[config.mk]
export PLATFORM = sky130hd
export DESIGN_NAME = ec_affine_point_add
export DESIGN_NICKNAME = d
export VERILOG_FILES = /design/src/rtl/core/ec_pa_pkg.sv /design/src/rtl/core/ec_affine_point_add.sv
export VERILOG_INCLUDE_DIRS = /design/src /design/src/rtl/core
export SDC_FILE = /design/constraint.sdc
export NUM_CORES = 2
export LEC_CHECK = 0
export BUFFER_PORTS_ARGS = -buffer_cell sky130_fd_sc_hd__buf_2
export CELL_PAD_IN_SITES_DETAIL_PLACEMENT = 1
export CELL_PAD_IN_SITES_GLOBAL_PLACEMENT = 1
export CORE_MARGIN = 5
export CORE_UTILIZATION = 54
export CTS_CLUSTER_DIAMETER = 100
export DETAILED_ROUTE_END_ITERATION = 8
export PLACE_DENSITY = 0.95
export REMOVE_ABC_BUFFERS = 1
export SLEW_MARGIN = 40
export SYNTH_ARGS = -nofsm -noshare
export SYNTH_HDL_FRONTEND = slang
export SYNTH_SLANG_ARGS = --single-unit
[constraint.sdc]
create_clock -name clk -period 20.8 [get_ports clk]
set_input_delay 2.08 -clock clk [delete_from_list [all_inputs] [get_ports clk]]
set_output_delay 2.08 -clock clk [all_outputs]
set_load 0.005 [all_outputs]
[src/rtl/core/ec_affine_point_add_defines.svh]
// assertion macros shared by the point adder rtl
// depends on nothing; the including module supplies clk and rst_n
`ifndef EC_AFFINE_POINT_ADD_DEFINES_SVH
`define EC_AFFINE_POINT_ADD_DEFINES_SVH

// same-cycle implication, reset masked
`define EC_ASSERT_NOW(lbl, ante, cons, msg) \
  lbl: assert property (@(posedge clk) disable iff (!rst_n) (ante) |-> (cons)) \
    else $error(msg);

// next-cycle implication, reset masked
`define EC_ASSERT_NEXT(lbl, ante, cons, msg) \
  lbl: assert property (@(posedge clk) disable iff (!rst_n) (ante) |=> (cons)) \
    else $error(msg);

`endif

[src/rtl/core/ec_pa_pkg.sv]
// shared types, status codes and modular add/sub helpers for the point adder
// depends on nothing
package ec_pa_pkg;

  localparam int COORD_BITS = 31;
  localparam int CNT_W      = $clog2(COORD_BITS + 1);
  localparam int DS_W       = COORD_BITS + 1;
  localparam int T_W        = COORD_BITS + 5;

  typedef logic [COORD_BITS-1:0] coord_t;
  typedef logic [1:0]            status_t;

  localparam status_t ST_FINITE   = 2'd0;
  localparam status_t ST_INFINITY = 2'd1;
  localparam status_t ST_ERROR    = 2'd2;

  localparam logic ADDR_COEFF_A = 1'b0;
  localparam logic ADDR_PRIME   = 1'b1;

  // (u + v) mod m for u, v below m
  function automatic coord_t mod_add(input coord_t u, input coord_t v, input coord_t m);
    logic [COORD_BITS:0] s;
    s = {1'b0, u} + {1'b0, v};
    if (s >= {1'b0, m}) begin
      s = s - {1'b0, m};
    end
    return s[COORD_BITS-1:0];
  endfunction

  // (u - v) mod m for u, v below m
  function automatic coord_t mod_sub(input coord_t u, input coord_t v, input coord_t m);
    coord_t d;
    if (u >= v) begin
      d = u - v;
    end else begin
      d = u + (m - v);
    end
    return d;
  endfunction

endpackage

[src/rtl/core/ec_affine_point_add.sv]
// the five operands are first reduced mod p, then up to four multiplies
// (tangent x^2, lambda, lambda^2, lambda*(x1-x3)) run around the inverse, which takes
// one euclid quotient at a time by aligning the divisor and shift-subtracting it down;
// a special case ends an item early, and a modulus below 3 goes straight to the finish
// throughput: one item in flight; a new item is taken while the last result waits
// reset (rst_n low, synchronous): idle, no result pending, a = 0, p = 2^31-1.
`include "ec_affine_point_add_defines.svh"

module ec_affine_point_add (
  input  logic                               clk,
  input  logic                               rst_n,
  // configuration port
  input  logic                               psel,
  input  logic                               penable,
  input  logic                               pwrite,
  input  logic [2:0]                         paddr,
  input  logic [31:0]                        pwdata,
  output logic [31:0]                        prdata,
  output logic                               pready,
  // input item
  input  logic                               in_valid,
  output logic                               in_ready,
  input  logic [ec_pa_pkg::COORD_BITS-1:0]   in_first_x,
  input  logic [ec_pa_pkg::COORD_BITS-1:0]   in_first_y,
  input  logic [ec_pa_pkg::COORD_BITS-1:0]   in_second_x,
  input  logic [ec_pa_pkg::COORD_BITS-1:0]   in_second_y,
  // result item
  output logic                               out_valid,
  input  logic                               out_ready,
  output logic [ec_pa_pkg::COORD_BITS-1:0]   out_sum_x,
  output logic [ec_pa_pkg::COORD_BITS-1:0]   out_sum_y,
  output logic [1:0]                         out_status
);

  typedef enum logic [4:0] {
    S_IDLE, S_RED, S_RED_ST, S_MUL, S_CLASS, S_TAN1, S_TAN2, S_TAN3,
    S_INV_INIT, S_INV, S_ALIGN, S_DIV, S_INV_END, S_LAM, S_SQ, S_X3, S_D,
    S_Y3, S_FIN
  } state_t;

  state_t state_r, mul_ret_r;

  ec_pa_pkg::coord_t coeff_a_r, prime_r;
  ec_pa_pkg::coord_t op_r [0:4];
  logic [2:0]        idx_r;

  // bit-serial multiplier
  ec_pa_pkg::coord_t mu_r, mv_r, mr_r;
  logic [ec_pa_pkg::CNT_W-1:0] cnt_r;

  ec_pa_pkg::coord_t num_r, den_r, tmp_r, lam_r;
  ec_pa_pkg::coord_t res_x_r, res_y_r;
  ec_pa_pkg::status_t res_st_r;

  // extended euclid
  ec_pa_pkg::coord_t r0_r, r1_r;
  logic signed [ec_pa_pkg::T_W-1:0] t0_r, t1_r, dt_r;
  logic [ec_pa_pkg::DS_W-1:0] ds_r;

  logic out_valid_r;
  ec_pa_pkg::coord_t out_x_r, out_y_r;
  ec_pa_pkg::status_t out_st_r;

  logic in_acc, cfg_wr;
  ec_pa_pkg::coord_t x1, y1, x2, y2, a_red, p;
  ec_pa_pkg::coord_t mul_step, inv_val, r0_sub;
  logic [ec_pa_pkg::DS_W:0] ds_dbl;
  logic div_take;
  logic signed [ec_pa_pkg::T_W-1:0] t0_sub, t0_pos;

  assign p      = prime_r;
  assign x1     = op_r[0];
  assign y1     = op_r[1];
  assign x2     = op_r[2];
  assign y2     = op_r[3];
  assign a_red  = op_r[4];
  assign in_acc = in_valid && in_ready;
  assign cfg_wr = psel && penable && pwrite;

  assign in_ready   = (state_r == S_IDLE);
  assign out_valid  = out_valid_r;
  assign out_sum_x  = out_x_r;
  assign out_sum_y  = out_y_r;
  assign out_status = out_st_r;
  assign pready     = 1'b1;

  // register readback
  always_comb begin
    prdata = '0;
    unique case (paddr[2])
      ec_pa_pkg::ADDR_COEFF_A: prdata[ec_pa_pkg::COORD_BITS-1:0] = coeff_a_r;
      ec_pa_pkg::ADDR_PRIME:   prdata[ec_pa_pkg::COORD_BITS-1:0] = prime_r;
      default:                 prdata = '0;
    endcase
  end

  // one multiplier step: r = 2r + bit*v mod p
  assign mul_step = ec_pa_pkg::mod_add(ec_pa_pkg::mod_add(mr_r, mr_r, p),
                                       mu_r[ec_pa_pkg::COORD_BITS-1] ? mv_r : '0, p);

  // division step helpers
  assign ds_dbl   = {ds_r, 1'b0};
  assign div_take = (ds_r <= {1'b0, r0_r});
  assign r0_sub   = div_take ? (r0_r - ds_r[ec_pa_pkg::COORD_BITS-1:0]) : r0_r;
  assign t0_sub   = div_take ? (t0_r - dt_r) : t0_r;

  // final coefficient folded into 0..p-1
  always_comb begin
    t0_pos  = t0_r[ec_pa_pkg::T_W-1] ?
              (t0_r + $signed({{(ec_pa_pkg::T_W-ec_pa_pkg::COORD_BITS){1'b0}}, p})) : t0_r;
    inv_val = t0_pos[ec_pa_pkg::COORD_BITS-1:0];
    if (inv_val >= p) begin
      inv_val = inv_val - p;
    end
  end

  // configuration registers
  always_ff @(posedge clk) begin
    if (!rst_n) begin
      coeff_a_r <= '0;
      prime_r   <= '1;
    end else if (cfg_wr) begin
      if (paddr[2] == ec_pa_pkg::ADDR_COEFF_A) begin
        coeff_a_r <= pwdata[ec_pa_pkg::COORD_BITS-1:0];
      end else begin
        prime_r <= pwdata[ec_pa_pkg::COORD_BITS-1:0];
      end
    end
  end

  // sequencer, datapath and output register
  always_ff @(posedge clk) begin
    if (!rst_n) begin
      state_r     <= S_IDLE;
      mul_ret_r   <= S_IDLE;
      out_valid_r <= 1'b0;
      idx_r       <= '0;
      cnt_r       <= '0;
    end else begin
      // the finish state reloads the output register itself
      if (out_valid_r && out_ready && (state_r != S_FIN)) begin
        out_valid_r <= 1'b0;
      end
      unique case (state_r)
        S_IDLE: begin
          if (in_acc) begin
            op_r[0] <= in_first_x;
            op_r[1] <= in_first_y;
            op_r[2] <= in_second_x;
            op_r[3] <= in_second_y;
            op_r[4] <= coeff_a_r;
            idx_r   <= '0;
            res_x_r <= '0;
            res_y_r <= '0;
            res_st_r <= ec_pa_pkg::ST_ERROR;
            if (prime_r < ec_pa_pkg::COORD_BITS'(3)) begin
              state_r <= S_FIN;
            end else begin
              state_r <= S_RED;
            end
          end
        end
        // reduce each operand as operand*1 mod p
        S_RED: begin
          mu_r      <= op_r[idx_r];
          mv_r      <= ec_pa_pkg::COORD_BITS'(1);
          mr_r      <= '0;
          cnt_r     <= '0;
          mul_ret_r <= S_RED_ST;
          state_r   <= S_MUL;
        end
        S_RED_ST: begin
          op_r[idx_r] <= mr_r;
          if (idx_r == 3'd4) begin
            state_r <= S_CLASS;
          end else begin
            idx_r   <= idx_r + 3'd1;
            state_r <= S_RED;
          end
        end
        S_MUL: begin
          mr_r  <= mul_step;
          mu_r  <= {mu_r[ec_pa_pkg::COORD_BITS-2:0], 1'b0};
          cnt_r <= cnt_r + 1'b1;
          if (cnt_r == ec_pa_pkg::CNT_W'(ec_pa_pkg::COORD_BITS - 1)) begin
            state_r <= mul_ret_r;
          end
        end
        // pick chord, tangent or a special case
        S_CLASS: begin
          if (x1 != x2) begin
            num_r   <= ec_pa_pkg::mod_sub(y2, y1, p);
            den_r   <= ec_pa_pkg::mod_sub(x2, x1, p);
            state_r <= S_INV_INIT;
          end else if (y1 == y2) begin
            if (y1 == '0) begin
              res_st_r <= ec_pa_pkg::ST_INFINITY;
              state_r  <= S_FIN;
            end else begin
              mu_r      <= x1;
              mv_r      <= x1;
              mr_r      <= '0;
              cnt_r     <= '0;
              mul_ret_r <= S_TAN1;
              state_r   <= S_MUL;
            end
          end else if (ec_pa_pkg::mod_add(y1, y2, p) == '0) begin
            res_st_r <= ec_pa_pkg::ST_INFINITY;
            state_r  <= S_FIN;
          end else begin
            state_r <= S_FIN;
          end
        end
        // tangent numerator 3x^2 + a, denominator 2y
        S_TAN1: begin
          tmp_r   <= ec_pa_pkg::mod_add(mr_r, mr_r, p);
          state_r <= S_TAN2;
        end
        S_TAN2: begin
          num_r   <= ec_pa_pkg::mod_add(tmp_r, mr_r, p);
          state_r <= S_TAN3;
        end
        S_TAN3: begin
          num_r   <= ec_pa_pkg::mod_add(num_r, a_red, p);
          den_r   <= ec_pa_pkg::mod_add(y1, y1, p);
          state_r <= S_INV_INIT;
        end
        S_INV_INIT: begin
          r0_r    <= p;
          r1_r    <= den_r;
          t0_r    <= '0;
          t1_r    <= ec_pa_pkg::T_W'(1);
          state_r <= S_INV;
        end
        // one euclid quotient: align divisor, then shift-subtract down
        S_INV: begin
          if (r1_r == '0) begin
            state_r <= S_INV_END;
          end else begin
            ds_r    <= {1'b0, r1_r};
            dt_r    <= t1_r;
            cnt_r   <= '0;
            state_r <= S_ALIGN;
          end
        end
        S_ALIGN: begin
          if (ds_dbl <= {2'b00, r0_r}) begin
            ds_r  <= ds_dbl[ec_pa_pkg::DS_W-1:0];
            dt_r  <= dt_r <<< 1;
            cnt_r <= cnt_r + 1'b1;
          end else begin
            state_r <= S_DIV;
          end
        end
        S_DIV: begin
          if (cnt_r == '0) begin
            r0_r    <= r1_r;
            r1_r    <= r0_sub;
            t0_r    <= t1_r;
            t1_r    <= t0_sub;
            state_r <= S_INV;
          end else begin
            r0_r  <= r0_sub;
            t0_r  <= t0_sub;
            ds_r  <= ds_r >> 1;
            dt_r  <= dt_r >>> 1;
            cnt_r <= cnt_r - 1'b1;
          end
        end
        S_INV_END: begin
          if (r0_r != ec_pa_pkg::COORD_BITS'(1)) begin
            state_r <= S_FIN;
          end else begin
            mu_r      <= num_r;
            mv_r      <= inv_val;
            mr_r      <= '0;
            cnt_r     <= '0;
            mul_ret_r <= S_LAM;
            state_r   <= S_MUL;
          end
        end
        S_LAM: begin
          lam_r     <= mr_r;
          mu_r      <= mr_r;
          mv_r      <= mr_r;
          mr_r      <= '0;
          cnt_r     <= '0;
          mul_ret_r <= S_SQ;
          state_r   <= S_MUL;
        end
        // x3 = l^2 - x1 - x2
        S_SQ: begin
          tmp_r   <= ec_pa_pkg::mod_sub(mr_r, x1, p);
          state_r <= S_X3;
        end
        S_X3: begin
          res_x_r <= ec_pa_pkg::mod_sub(tmp_r, x2, p);
          state_r <= S_D;
        end
        S_D: begin
          mu_r      <= lam_r;
          mv_r      <= ec_pa_pkg::mod_sub(x1, res_x_r, p);
          mr_r      <= '0;
          cnt_r     <= '0;
          mul_ret_r <= S_Y3;
          state_r   <= S_MUL;
        end
        // y3 = l*(x1 - x3) - y1
        S_Y3: begin
          res_y_r  <= ec_pa_pkg::mod_sub(mr_r, y1, p);
          res_st_r <= ec_pa_pkg::ST_FINITE;
          state_r  <= S_FIN;
        end
        S_FIN: begin
          if (!out_valid_r || out_ready) begin
            out_valid_r <= 1'b1;
            out_x_r     <= res_x_r;
            out_y_r     <= res_y_r;
            out_st_r    <= res_st_r;
            state_r     <= S_IDLE;
          end
        end
        default: state_r <= S_IDLE;
      endcase
    end
  end

  // checks
  `EC_ASSERT_NOW(a_zero_unless_finite,
    out_valid && (out_status != ec_pa_pkg::ST_FINITE),
    (out_sum_x == '0) && (out_sum_y == '0), "nonzero coordinates on non-finite item")
  `EC_ASSERT_NOW(a_status_legal, out_valid,
    (out_status == ec_pa_pkg::ST_FINITE) || (out_status == ec_pa_pkg::ST_INFINITY) ||
    (out_status == ec_pa_pkg::ST_ERROR), "illegal status code")
  `EC_ASSERT_NEXT(a_busy_after_accept, in_acc, !in_ready, "item accepted but block idle")
  `EC_ASSERT_NOW(a_mul_count, state_r == S_MUL,
    cnt_r < ec_pa_pkg::CNT_W'(ec_pa_pkg::COORD_BITS), "multiplier ran past its width")

endmodule
==> results.cfg <==
[status]
status = complete, no violations

[clock_tree]
htree_levels = 3
cts_tree = done
cts_setup_buffers = 0
clk_pin_slew_ns = 0.06
clockBufferDepth = 3
hold_buffers = 0
cts_root_buffer = clkbuf_16
clk_latency_ns = 0.85
cts_buffers = 110
cts_sinks = 879
cts_resized = 0

[finish]
final_cell_mix = ha_1, a21oi_1, nor2_1
areaGrowthSynthToFinish_pct = 10.0
layout-drive-gt1-share_pct = 10.8
fillers = 18600
final_common_cell = ha_1
nets = 11200

[sta]
setup_slack_ns = 9.19
hold_viol = 0
rsz0062_at_grt = no
fin_crit_sh_pct = 55.8
setup_viol = 0
max_slew.worst_pin.slew_ns = 1.01
fmax_mhz = 86.2
slew_viol_final = 0
fin_crit_ns = 11.61
clock-skew-final_ns = 0.0621
slew_headroom_pct = 32.2
finalSetupTns_ns = 0

[grt]
grt_pass1_wl_um = 612000
grt_start_max_net_pins = 112
busiest_layer = met2
grt_overflow = 0
grtUsageMet1_pct = 57.8
grt_pass1_vias = 88000
grtUsageMet2_pct = 70.7
grt_usage_pct = 49.3
antenna_found_initial = 60
use_met3_pct = 15.8

[synth]
synthCells = 9806
synth_area_um2 = 87000
ys_ff_latch = 879
synth_ff_type = edfxtp_1
yosys_warnings = 0
async_flop_share_pct = 0
avgSynthCellArea_um2 = 8.87
synth-edff-count = 795
ys_seq_area_share_pct = 29.4
yosysUniqueCellTypes = 101

[routing]
via_per_inst = 7.23
via_count = 89300
antenna_left = 0
drt_first_pass_iters = 6
drt_iter0_drc = 11000
routedWlPerCell_um = 35.0
drcViolationCount = 0
routed_wl_um = 433000

[min_path]
min_delay_path_depth = 0
hp-class = reg -> reg

[critical_path]
worstSetupPathType = reg -> reg
r2r_cells = 34
cpPeakStageDelay_ns = 0.69
critPathLaunchType = flip-flop
path_max_fanout = 48
critPathCaptureType = flip-flop
endpoint = mr_r[4]
cp_slowest_cell = o41ai_1
worstReg2RegStart = p[1]
cp_common_cell = a21oi_1
worstPathRequired_ns = 21.33
cp-startpoint = p[1]
reg2reg_to = mr_r[4]
r2r_setup_slack_ns = 9.19
cp.arrival_ns = 12.14

[place]
dp_hpwl_um = 331000
dp_slack_ns = 9.88
placement.io_buffers = 259
place_congestion = 1.08

[floorplanning]
rows = 147
initial_utilization_pct = 54.2
ioPinCount = 265
fp.dieW_um = 411
die_area_um2 = 169000
coreArea_um2 = 160000
die_height_um = 411

[power_and_ir_drop]
p_leak_nw = 40.6
power.density_nw_per_um2 = 134
ir_worst_vdd_v = 0.000102

[run]
cap_violations = 0
==> worst min path at each step <==
stage | start | end | slack (ns)
final | res_y_r[28] | out_sum_y[28] | 0.42
after floorplan | res_st_r[0] | out_status[0] | 0.40
after detailed placement | res_y_r[14] | out_sum_y[14] | 0.41
after global routing | res_y_r[15] | out_sum_y[15] | 0.43
after CTS | res_y_r[24] | out_sum_y[24] | 0.42
after global placement | res_y_r[2] | out_sum_y[2] | 0.40
==> per-layer routing <==
layer	wire length [um]	part of all wire, %
met5	392	0.091
met4	51400	12
met3	53100	12
met2	177000	41
met1	151000	35
==> registers in the layout (all words and copies together) (netlist names), 32 cells and up, named ones only <==
name	flops
t0_r	36
ds_r	32
t1_r	36
op_r	248
dt_r	36
==> critical path, delay by kind of cell, from the launching register on <==
family	cells	cell delay (ns)
muxes	2	0.73
buffers and inverters	3	0.97
and+or+nand+nor	6	0.86
adders and majority gates	3	1.28
xor gates and xnor gates	1	0.15
AOI/OAI and AO/OA	19	6.69
DFF	1	0.52
==> kinds of logic after synthesis <==
group / Yosys count / synth area share (%)
compound gates: 3125 / 23.2
xor+xnor: 697 / 7.03
fa+ha+maj: 1016 / 15.4
buf+inv: 975 / 4.26
flops: 879 / 29.4
mux: 472 / 6.67
other cells: 2 / 0.00863
simple gates: 2640 / 14.1
==> synth_stat cells (33+ instances only) <==
| master | count | area share (%) |
|---|---|---|
| a211o_1 | 39 | 0.39 |
| a211oi_1 | 185 | 1.6 |
| a21o_1 | 415 | 3.6 |
| a21oi_1 | 894 | 5.1 |
| a22oi_1 | 33 | 0.28 |
| a31oi_1 | 121 | 0.87 |
| and2_1 | 70 | 0.50 |
| and3_1 | 67 | 0.48 |
| clkbuf_1 | 284 | 1.2 |
| dfxtp_1 | 84 | 1.9 |
| edfxtp_1 | 795 | 27 |
| fa_1 | 87 | 2.0 |
| ha_1 | 929 | 13 |
| inv_1 | 630 | 2.7 |
| mux2_2 | 242 | 3.1 |
| mux2i_1 | 168 | 1.9 |
| mux4_2 | 62 | 1.6 |
| nand2_1 | 785 | 3.4 |
| nand2b_1 | 110 | 0.79 |
| nand3_1 | 160 | 0.92 |
| nand4_1 | 104 | 0.75 |
| nor2_1 | 818 | 3.5 |
| nor2b_1 | 133 | 0.96 |
| nor3_1 | 165 | 0.95 |
| nor4_1 | 58 | 0.42 |
| o211ai_1 | 119 | 1.0 |
| o21a_1 | 129 | 1.1 |
| o21ai_0 | 604 | 3.5 |
| o21bai_1 | 131 | 1.1 |
| o31ai_1 | 59 | 0.51 |
| or3_1 | 49 | 0.35 |
| xnor2_1 | 454 | 4.6 |
| xor2_1 | 242 | 2.4 |
==> metrics by stage <==
| step | total power [W] | area (um2) | utilization [%] | instances | hold slack, ns |
|---|---|---|---|---|---|
| global placement | 0.00983 | 91500 | 57.1 | 12100 | 0.402 |
| global route | 0.0133 | 95600 | 59.6 | 12300 | 0.429 |
| CTS | 0.0124 | 95400 | 59.5 | 12300 | 0.420 |
| floorplan | 0.00774 | 85700 | - | 9469 | 0.400 |
| detailed placement | 0.0102 | 91800 | 57.2 | 12100 | 0.407 |
| finish | 0.0128 | 95700 | 59.7 | 12400 | 0.420 |
==> layout make-up <==
type                            count  area, um2  area share (%)
Inverter                          638       2400            2.51
Multi-Input combinational cell   7952      58300            60.9
Clock buffer                      149       2990            3.13
Sequential cell                   879      25600            26.7
Timing Repair Buffer              461       2900            3.03
Antenna cell                       59        148           0.154
Clock inverter                     58        674           0.705
Tap cell                         2160       2700            2.82
==> where the power goes <==
part           leakage, nW  switching (W)  internal (W)
logic                 30.8        0.00528       0.00291
clock network         1.78       0.000925       0.00114
registers             7.94       0.000272       0.00227
No activity file was read; power rests on OpenSTA's default activity.
